File: config.mk
export PLATFORM = sky130hd
export DESIGN_NAME = distance_pi_approach
export DESIGN_NICKNAME = d
export VERILOG_FILES = /design/src/hw/rtl/dpa_pkg.sv /design/src/hw/rtl/distance_pi_approach.sv
export SDC_FILE = /design/constraint.sdc
export NUM_CORES = 2
export LEC_CHECK = 0
export BUFFER_PORTS_ARGS = -buffer_cell sky130_fd_sc_hd__buf_2
export CORE_MARGIN = 2
export CORE_UTILIZATION = 44
export CTS_CLUSTER_SIZE = 10
export DETAILED_ROUTE_END_ITERATION = 10
export PLACE_DENSITY = 0.71
export SLEW_MARGIN = 25
export SYNTH_ARGS = -nofsm -noshare
export SYNTH_HDL_FRONTEND = slang
export SYNTH_SLANG_ARGS = --single-unit
File: constraint.sdc
create_clock -name clk -period 7.2 [get_ports clk]
set_clock_uncertainty 0.1 [all_clocks]
set_input_delay 1.44 -clock clk [delete_from_list [all_inputs] [get_ports clk]]
set_output_delay 1.44 -clock clk [all_outputs]
set_load 0.02 [all_outputs]
File: src/hw/rtl/dpa_pkg.sv
// Shared constants for the distance approach PI controller.
// Register indexes, field widths and reset values; no dependencies.
package dpa_pkg;

	localparam int DIST_W  = 14;
	localparam int GAIN_W  = 16;
	localparam int SPEED_W = 7;
	localparam int OUT_W   = 8;
	localparam int ERR_W   = DIST_W + 1;
	localparam int PROD_W  = 32;
	localparam int CFG_AW  = 3;
	localparam int CFG_DW  = 16;

	typedef enum logic [CFG_AW-1:0] {
		REG_TARGET_DISTANCE = 3'd0,
		REG_TOLERANCE       = 3'd1,
		REG_PROP_GAIN       = 3'd2,
		REG_INTEG_GAIN      = 3'd3,
		REG_INTEGRAL_LIMIT  = 3'd4,
		REG_MIN_SPEED       = 3'd5,
		REG_MAX_SPEED       = 3'd6
	} cfg_reg_t;

	localparam logic [DIST_W-1:0]  RST_TARGET_DISTANCE = 14'd0;
	localparam logic [DIST_W-1:0]  RST_TOLERANCE       = 14'd8;
	localparam logic [GAIN_W-1:0]  RST_PROP_GAIN       = 16'd4096;
	localparam logic [GAIN_W-1:0]  RST_INTEG_GAIN      = 16'd102;
	localparam logic [DIST_W-1:0]  RST_INTEGRAL_LIMIT  = 14'd160;
	localparam logic [SPEED_W-1:0] RST_MIN_SPEED       = 7'd15;
	localparam logic [SPEED_W-1:0] RST_MAX_SPEED       = 7'd40;

endpackage

File: src/hw/rtl/distance_pi_approach.sv
// Top level of the distance approach PI controller: stream in, stream out.
// Depends on dpa_pkg for widths, register indexes and reset values.
//
// One distance beat in gives one speed beat out, and a new beat is taken every
// cycle unless the output stalls. Stage 1 holds the distance and updates the
// clamped integral; stage 2 forms the two gain products; stage 3 sums, scales,
// clamps the magnitude and applies the sign into the output register. Each
// stage holds only while its successor is full and stalled. Within tolerance
// the result is zero speed with arrived set, and the integral is cleared.
module distance_pi_approach
	import dpa_pkg::*;
#(
	parameter int DIST_FRAC_BITS = 4,
	parameter int GAIN_FRAC_BITS = 10
) (
	input  logic                 clk,
	input  logic                 arst_n,
	input  logic                 cfg_we,
	input  logic [CFG_AW-1:0]    cfg_addr,
	input  logic [CFG_DW-1:0]    cfg_wdata,
	input  logic                 s_tvalid,
	output logic                 s_tready,
	input  logic [15:0]          s_tdata,   // [13:0] distance
	output logic                 m_tvalid,
	input  logic                 m_tready,
	output logic [15:0]          m_tdata,   // [7:0] left_speed, [15:8] right_speed
	output logic                 m_tuser    // [0] arrived
);

	localparam int SHIFT = DIST_FRAC_BITS + GAIN_FRAC_BITS;

	logic [DIST_W-1:0]  target_q, tolerance_q, limit_q;
	logic [GAIN_W-1:0]  prop_gain_q, integ_gain_q;
	logic [SPEED_W-1:0] min_speed_q, max_speed_q;

	always_ff @(posedge clk or negedge arst_n) begin
		if (!arst_n) begin
			target_q     <= RST_TARGET_DISTANCE;
			tolerance_q  <= RST_TOLERANCE;
			prop_gain_q  <= RST_PROP_GAIN;
			integ_gain_q <= RST_INTEG_GAIN;
			limit_q      <= RST_INTEGRAL_LIMIT;
			min_speed_q  <= RST_MIN_SPEED;
			max_speed_q  <= RST_MAX_SPEED;
		end else if (cfg_we) begin
			unique case (cfg_addr)
				REG_TARGET_DISTANCE: target_q     <= cfg_wdata[DIST_W-1:0];
				REG_TOLERANCE:       tolerance_q  <= cfg_wdata[DIST_W-1:0];
				REG_PROP_GAIN:       prop_gain_q  <= cfg_wdata[GAIN_W-1:0];
				REG_INTEG_GAIN:      integ_gain_q <= cfg_wdata[GAIN_W-1:0];
				REG_INTEGRAL_LIMIT:  limit_q      <= cfg_wdata[DIST_W-1:0];
				REG_MIN_SPEED:       min_speed_q  <= cfg_wdata[SPEED_W-1:0];
				REG_MAX_SPEED:       max_speed_q  <= cfg_wdata[SPEED_W-1:0];
				default: ;
			endcase
		end
	end

	logic valid_s1, valid_s2, valid_s3;
	logic ready_s1, ready_s2, ready_s3;

	assign ready_s3 = !m_tvalid || m_tready;
	assign ready_s2 = !valid_s3 || ready_s3;
	assign ready_s1 = !valid_s2 || ready_s2;
	assign s_tready = !valid_s1 || ready_s1;

	// stage 1: input register, error, arrival test, integral update
	logic [DIST_W-1:0]       distance_s1;
	logic signed [ERR_W-1:0] error_sum_q;
	logic signed [ERR_W-1:0] err;
	logic [ERR_W-1:0]        aerr;
	logic                    arrived;
	logic signed [ERR_W:0]   acc_raw;
	logic signed [ERR_W:0]   lim_s;
	logic signed [ERR_W-1:0] acc;

	always_comb begin
		err     = $signed({1'b0, distance_s1}) - $signed({1'b0, target_q});
		aerr    = err[ERR_W-1] ? ERR_W'(-err) : ERR_W'(err);
		arrived = aerr <= {1'b0, tolerance_q};
		acc_raw = $signed({error_sum_q[ERR_W-1], error_sum_q})
			+ $signed({err[ERR_W-1], err});
		lim_s   = $signed({2'b00, limit_q});
		if (acc_raw < -lim_s) acc = ERR_W'(-lim_s);
		else if (acc_raw > lim_s) acc = ERR_W'(lim_s);
		else acc = ERR_W'(acc_raw);
	end

	always_ff @(posedge clk or negedge arst_n) begin
		if (!arst_n) begin
			valid_s1    <= 1'b0;
			error_sum_q <= '0;
		end else begin
			if (s_tready) valid_s1 <= s_tvalid;
			if (valid_s1 && ready_s1) error_sum_q <= arrived ? '0 : acc;
		end
	end

	always_ff @(posedge clk) begin
		if (s_tvalid && s_tready) distance_s1 <= s_tdata[DIST_W-1:0];
	end

	// stage 2: gain products
	logic signed [ERR_W-1:0] err_s2, acc_s2;
	logic                    arrived_s2, pos_s2;
	logic signed [PROD_W-1:0] prod_p, prod_i;

	assign prod_p = PROD_W'($signed({1'b0, prop_gain_q})) * PROD_W'(err_s2);
	assign prod_i = PROD_W'($signed({1'b0, integ_gain_q})) * PROD_W'(acc_s2);

	always_ff @(posedge clk or negedge arst_n) begin
		if (!arst_n) valid_s2 <= 1'b0;
		else if (ready_s1) valid_s2 <= valid_s1;
	end

	always_ff @(posedge clk) begin
		if (valid_s1 && ready_s1) begin
			err_s2     <= err;
			acc_s2     <= acc;
			arrived_s2 <= arrived;
			pos_s2     <= !err[ERR_W-1] && (err != '0);
		end
	end

	// stage 3: sum, scale, clamp, sign
	logic signed [PROD_W-1:0] prod_p_s3, prod_i_s3;
	logic                     arrived_s3, pos_s3;
	logic signed [PROD_W-1:0] sum;
	logic [PROD_W-1:0]        mag;
	logic [SPEED_W-1:0]       spd;
	logic [OUT_W-1:0]         code;

	always_comb begin
		sum = prod_p_s3 + prod_i_s3;
		mag = (sum[PROD_W-1] ? PROD_W'(-sum) : PROD_W'(sum)) >> SHIFT;
		if (mag < PROD_W'(min_speed_q)) spd = min_speed_q;
		else if (mag > PROD_W'(max_speed_q)) spd = max_speed_q;
		else spd = mag[SPEED_W-1:0];
		if (arrived_s3) code = '0;
		else if (pos_s3) code = {1'b0, spd};
		else code = OUT_W'(-{1'b0, spd});
	end

	always_ff @(posedge clk or negedge arst_n) begin
		if (!arst_n) begin
			valid_s3 <= 1'b0;
			m_tvalid <= 1'b0;
		end else begin
			if (ready_s2) valid_s3 <= valid_s2;
			if (ready_s3) m_tvalid <= valid_s3;
		end
	end

	always_ff @(posedge clk) begin
		if (valid_s2 && ready_s2) begin
			prod_p_s3  <= prod_p;
			prod_i_s3  <= prod_i;
			arrived_s3 <= arrived_s2;
			pos_s3     <= pos_s2;
		end
		if (valid_s3 && ready_s3) begin
			m_tdata <= {code, code};
			m_tuser <= arrived_s3;
		end
	end

	a_arrived_stops: assert property (@(posedge clk) disable iff (!arst_n)
		m_tvalid && m_tuser |-> m_tdata == '0)
		else $error("arrived beat with nonzero speed");

	a_wheels_match: assert property (@(posedge clk) disable iff (!arst_n)
		m_tvalid |-> m_tdata[7:0] == m_tdata[15:8])
		else $error("left and right speeds differ");

	a_s3_holds: assert property (@(posedge clk) disable iff (!arst_n)
		valid_s3 && !ready_s3 |=> valid_s3)
		else $error("stage 3 beat lost under stall");

	a_clear_on_arrive: assert property (@(posedge clk) disable iff (!arst_n)
		valid_s1 && ready_s1 && arrived |=> error_sum_q == '0)
		else $error("integral not cleared on arrival");

endmodule

==> run metrics <==
run status=complete, no violations; most used standard cells in the synthesized netlist=sky130_fd_sc_hd__inv_1 (510), sky130_fd_sc_hd__nand2_1 (405), sky130_fd_sc_hd__fa_1 (365); number of vias in the routed layout=21500; sum of negative setup slack=0 ps; first-pass GRT wire length=117000 um; category of the critical setup timing path=register to register; number of register bits inferred by synthesis=228; routability congestion estimate from global placement=0.891; Yosys warnings=0; initial core utilization=44.2%; Initial DRC Count=1463; number of buffers added by the clock tree synthesis step=28; share of Yosys cell area claimed by the top area cell type=24.7%; Post-Synthesis Mean Instance Area=9.64 sq um; number of top-level pins=59; minimum clock period after layout=6890 ps; clock latency on the worst-skew pair=600 ps; Post-Route WL=71700 um; DRT antenna net count=0; number of detailed-route iterations in the first pass=6; site row count=95; register clock-pin slew on the reported worst setup and hold paths=60 ps; overall die height=263 um; residual overflow from global routing=0; required time of the worst setup path=7440 ps; kind of end point of the critical path=register; final-report max-slew violation count=0; Final setup violation count=0; Netlist Area Pre-Place=29600 sq um; Port-buffer cells=56; normalized max-slew margin=39.7%; GRT Resource Usage Total=21.1%; number of hold-repair buffers added at the cts stage=0; largest buffer count on any clock path=3; antenna violations before repair=1; asr flop ratio synth=46.9%; Worst Hold Class=register to register; TritonCTS clock tree=yes; final cell count without fillers=4050; cell count after synthesis=3072; maximum level of the CTS H-tree=1; number of sinks on the clock net=228; largest net degree at the start of global routing=67; fill cell count=6154; share of cells above drive strength 1=10.2%; Top FF cell, synth=sky130_fd_sc_hd__edfxtp_1; hpwl dp=57300 um; number of inserted diodes=0; crit path max fanout=9; library cell occupying the most area in the post-synthesis netlist=sky130_fd_sc_hd__fa_1; die outline area=69400 sq um; post-synth net total=3824; via count of the first global-routing pass=22000; number of nets in the final layout=3907; Final Cycle Share=95.8%; DRC violations left=0; number of maximum-capacitance constraint violations=0; library cells used by synthesis=92; critical hold path startpoint=pos_s2; final count of hold timing violations=0; die extent in x=263 um; crit path launch=integ_gain_q[5]; Peak Freq=145 MHz; Arr. time, crit path=7140 ps; number of synthesized flops with an enable pin=121; most frequent cell after synthesis=sky130_fd_sc_hd__inv_1; core area=66900 sq um; startpoint types=register; Worst R2R Start=integ_gain_q[5]; Seq/Total Area, Yosys=21.4%; wire length per cell after detailed routing=17.7 um; number of vias per cell=5.32; actual slew at the worst max-slew pin=898 ps; main area contributors after synthesis=sky130_fd_sc_hd__fa_1 (25%), sky130_fd_sc_hd__ha_1 (15%), sky130_fd_sc_hd__edfxtp_1 (12%), sky130_fd_sc_hd__dfrtp_1 (7.9%), sky130_fd_sc_hd__inv_1 (6.5%); Layout Area Growth over Synthesis=8.96%; cell at the root of the clock tree=sky130_fd_sc_hd__clkbuf_16; number of instances in the placed design=3987; unrepaired setup endpoints after global routing=false
## layout make-up
class                   instances  area [sq um]  share of cell area, %
clock buffers                  48           807                   2.50
clock inverters                 4          48.8                  0.151
inverters                     511          1920                   5.94
multi-input cells            2223         20900                   64.9
flip-flops and latches        228          6330                   19.6
well taps                     873          1090                   3.39
repair buffers                163          1130                   3.52
## flip-flops by register name, summed over array words and instances, names as in the netlist, 7 cells and up
signal,cells
acc_s2,15
distance_s1,14
err_s2,15
error_sum_q,15
integ_gain_q,16
limit_q,14
m_tdata,8
max_speed_q,7
min_speed_q,7
prod_i_s3,32
prod_p_s3,32
prop_gain_q,16
target_q,14
tolerance_q,14
## routing by layer
layer / vias up / wire, um / GRT usage (%)
li1: 10200 / - / -
met1: 10700 / 31500 / 28.7
met2: 560 / 33800 / 35.3
met3: 120 / 4000 / 2.57
met4: 0 / 2440 / 6.44
met5: - / 0 / 0
## cell usage in the layout (no fill, tap or decap), drive strengths merged, types with 9 or more instances in the layout
cell type and count:
dfstp 14, buf 163, dfrtp 93, or3 20
o21bai 14, edfxtp 121, nand2b 45, clkbuf 48
o21a 31, a211oi 11, nor3 31, nand3 20
a21o 35, ha 347, o21ai 98, a21oi 101
o31ai 26, xnor2 95, nor2 77, and3 10
and2 190, fa 365, nand2 405, inv 511
xor2 24, nor2b 33, nand4 21, mux2 62
mux2i 22, a21boi 10, o211ai 10, nor4 9
## final timing paths
path                                        end  cells past startpoint  slack, ps
worst min-delay path                     pos_s3                      0        320
max in group asynchronous       integ_gain_q[0]                      2       4870
min in group asynchronous          target_q[11]                      1        840
worst max register to register    prod_i_s3[30]                     25        310
worst max-delay path              prod_i_s3[30]                     25        310
worst min register to register           pos_s3                      0        320
## cell families after synthesis
kind of cell,count (synthesis),share of synthesized area (%)
multiplexers,84,3.17
buffers and inverters,621,8.11
AO/OA/AOI/OAI,410,9.42
adder cells (fa/ha/maj),712,39.3
AND/OR/NAND/NOR,898,15.1
flip-flops,228,21.4
XOR/XNOR,119,3.52
## timing repair
action	in CTS	in global routing
setup endpoints to repair	0	7
buffers inserted	0	10
resized for setup	0	5
hold endpoints to repair	0	0
## through the flow
stage / instance area [sq um] / setup WS [ps] / utilization [%] / hold slack, ps
after floorplan: 29600 / 424 / - / 300
after global placement: 31300 / 277 / 46.7 / 302
after detailed placement: 31300 / 220 / 46.7 / 311
after CTS: 32100 / 195 / 48.0 / 324
after global routing: 32300 / 19.5 / 48.2 / 340
final: 32300 / 306 / 48.2 / 322
## critical path, cell delays in order, from the launching register on
cell and delay (ps):
sky130_fd_sc_hd__dfstp_2 670, sky130_fd_sc_hd__buf_4 230, sky130_fd_sc_hd__nand2_1 90, sky130_fd_sc_hd__fa_1 520, sky130_fd_sc_hd__inv_1 70, sky130_fd_sc_hd__fa_1 500
sky130_fd_sc_hd__inv_1 50, sky130_fd_sc_hd__fa_1 520, sky130_fd_sc_hd__inv_1 50, sky130_fd_sc_hd__fa_1 480, sky130_fd_sc_hd__inv_1 50, sky130_fd_sc_hd__fa_1 470
sky130_fd_sc_hd__inv_1 40, sky130_fd_sc_hd__fa_1 430, sky130_fd_sc_hd__ha_1 340, sky130_fd_sc_hd__o21a_1 130, sky130_fd_sc_hd__o31a_1 140, sky130_fd_sc_hd__o41ai_1 70
sky130_fd_sc_hd__buf_4 150, sky130_fd_sc_hd__o221a_2 270, sky130_fd_sc_hd__a211oi_1 390, sky130_fd_sc_hd__a41oi_2 190, sky130_fd_sc_hd__a21oi_1 260, sky130_fd_sc_hd__a211o_1 170
sky130_fd_sc_hd__a21oi_1 70, sky130_fd_sc_hd__xnor2_1 140
Power is left out: the tool's default activity adds up to more than one toggle a clock period on the data nets, which glitch-free logic cannot reach.
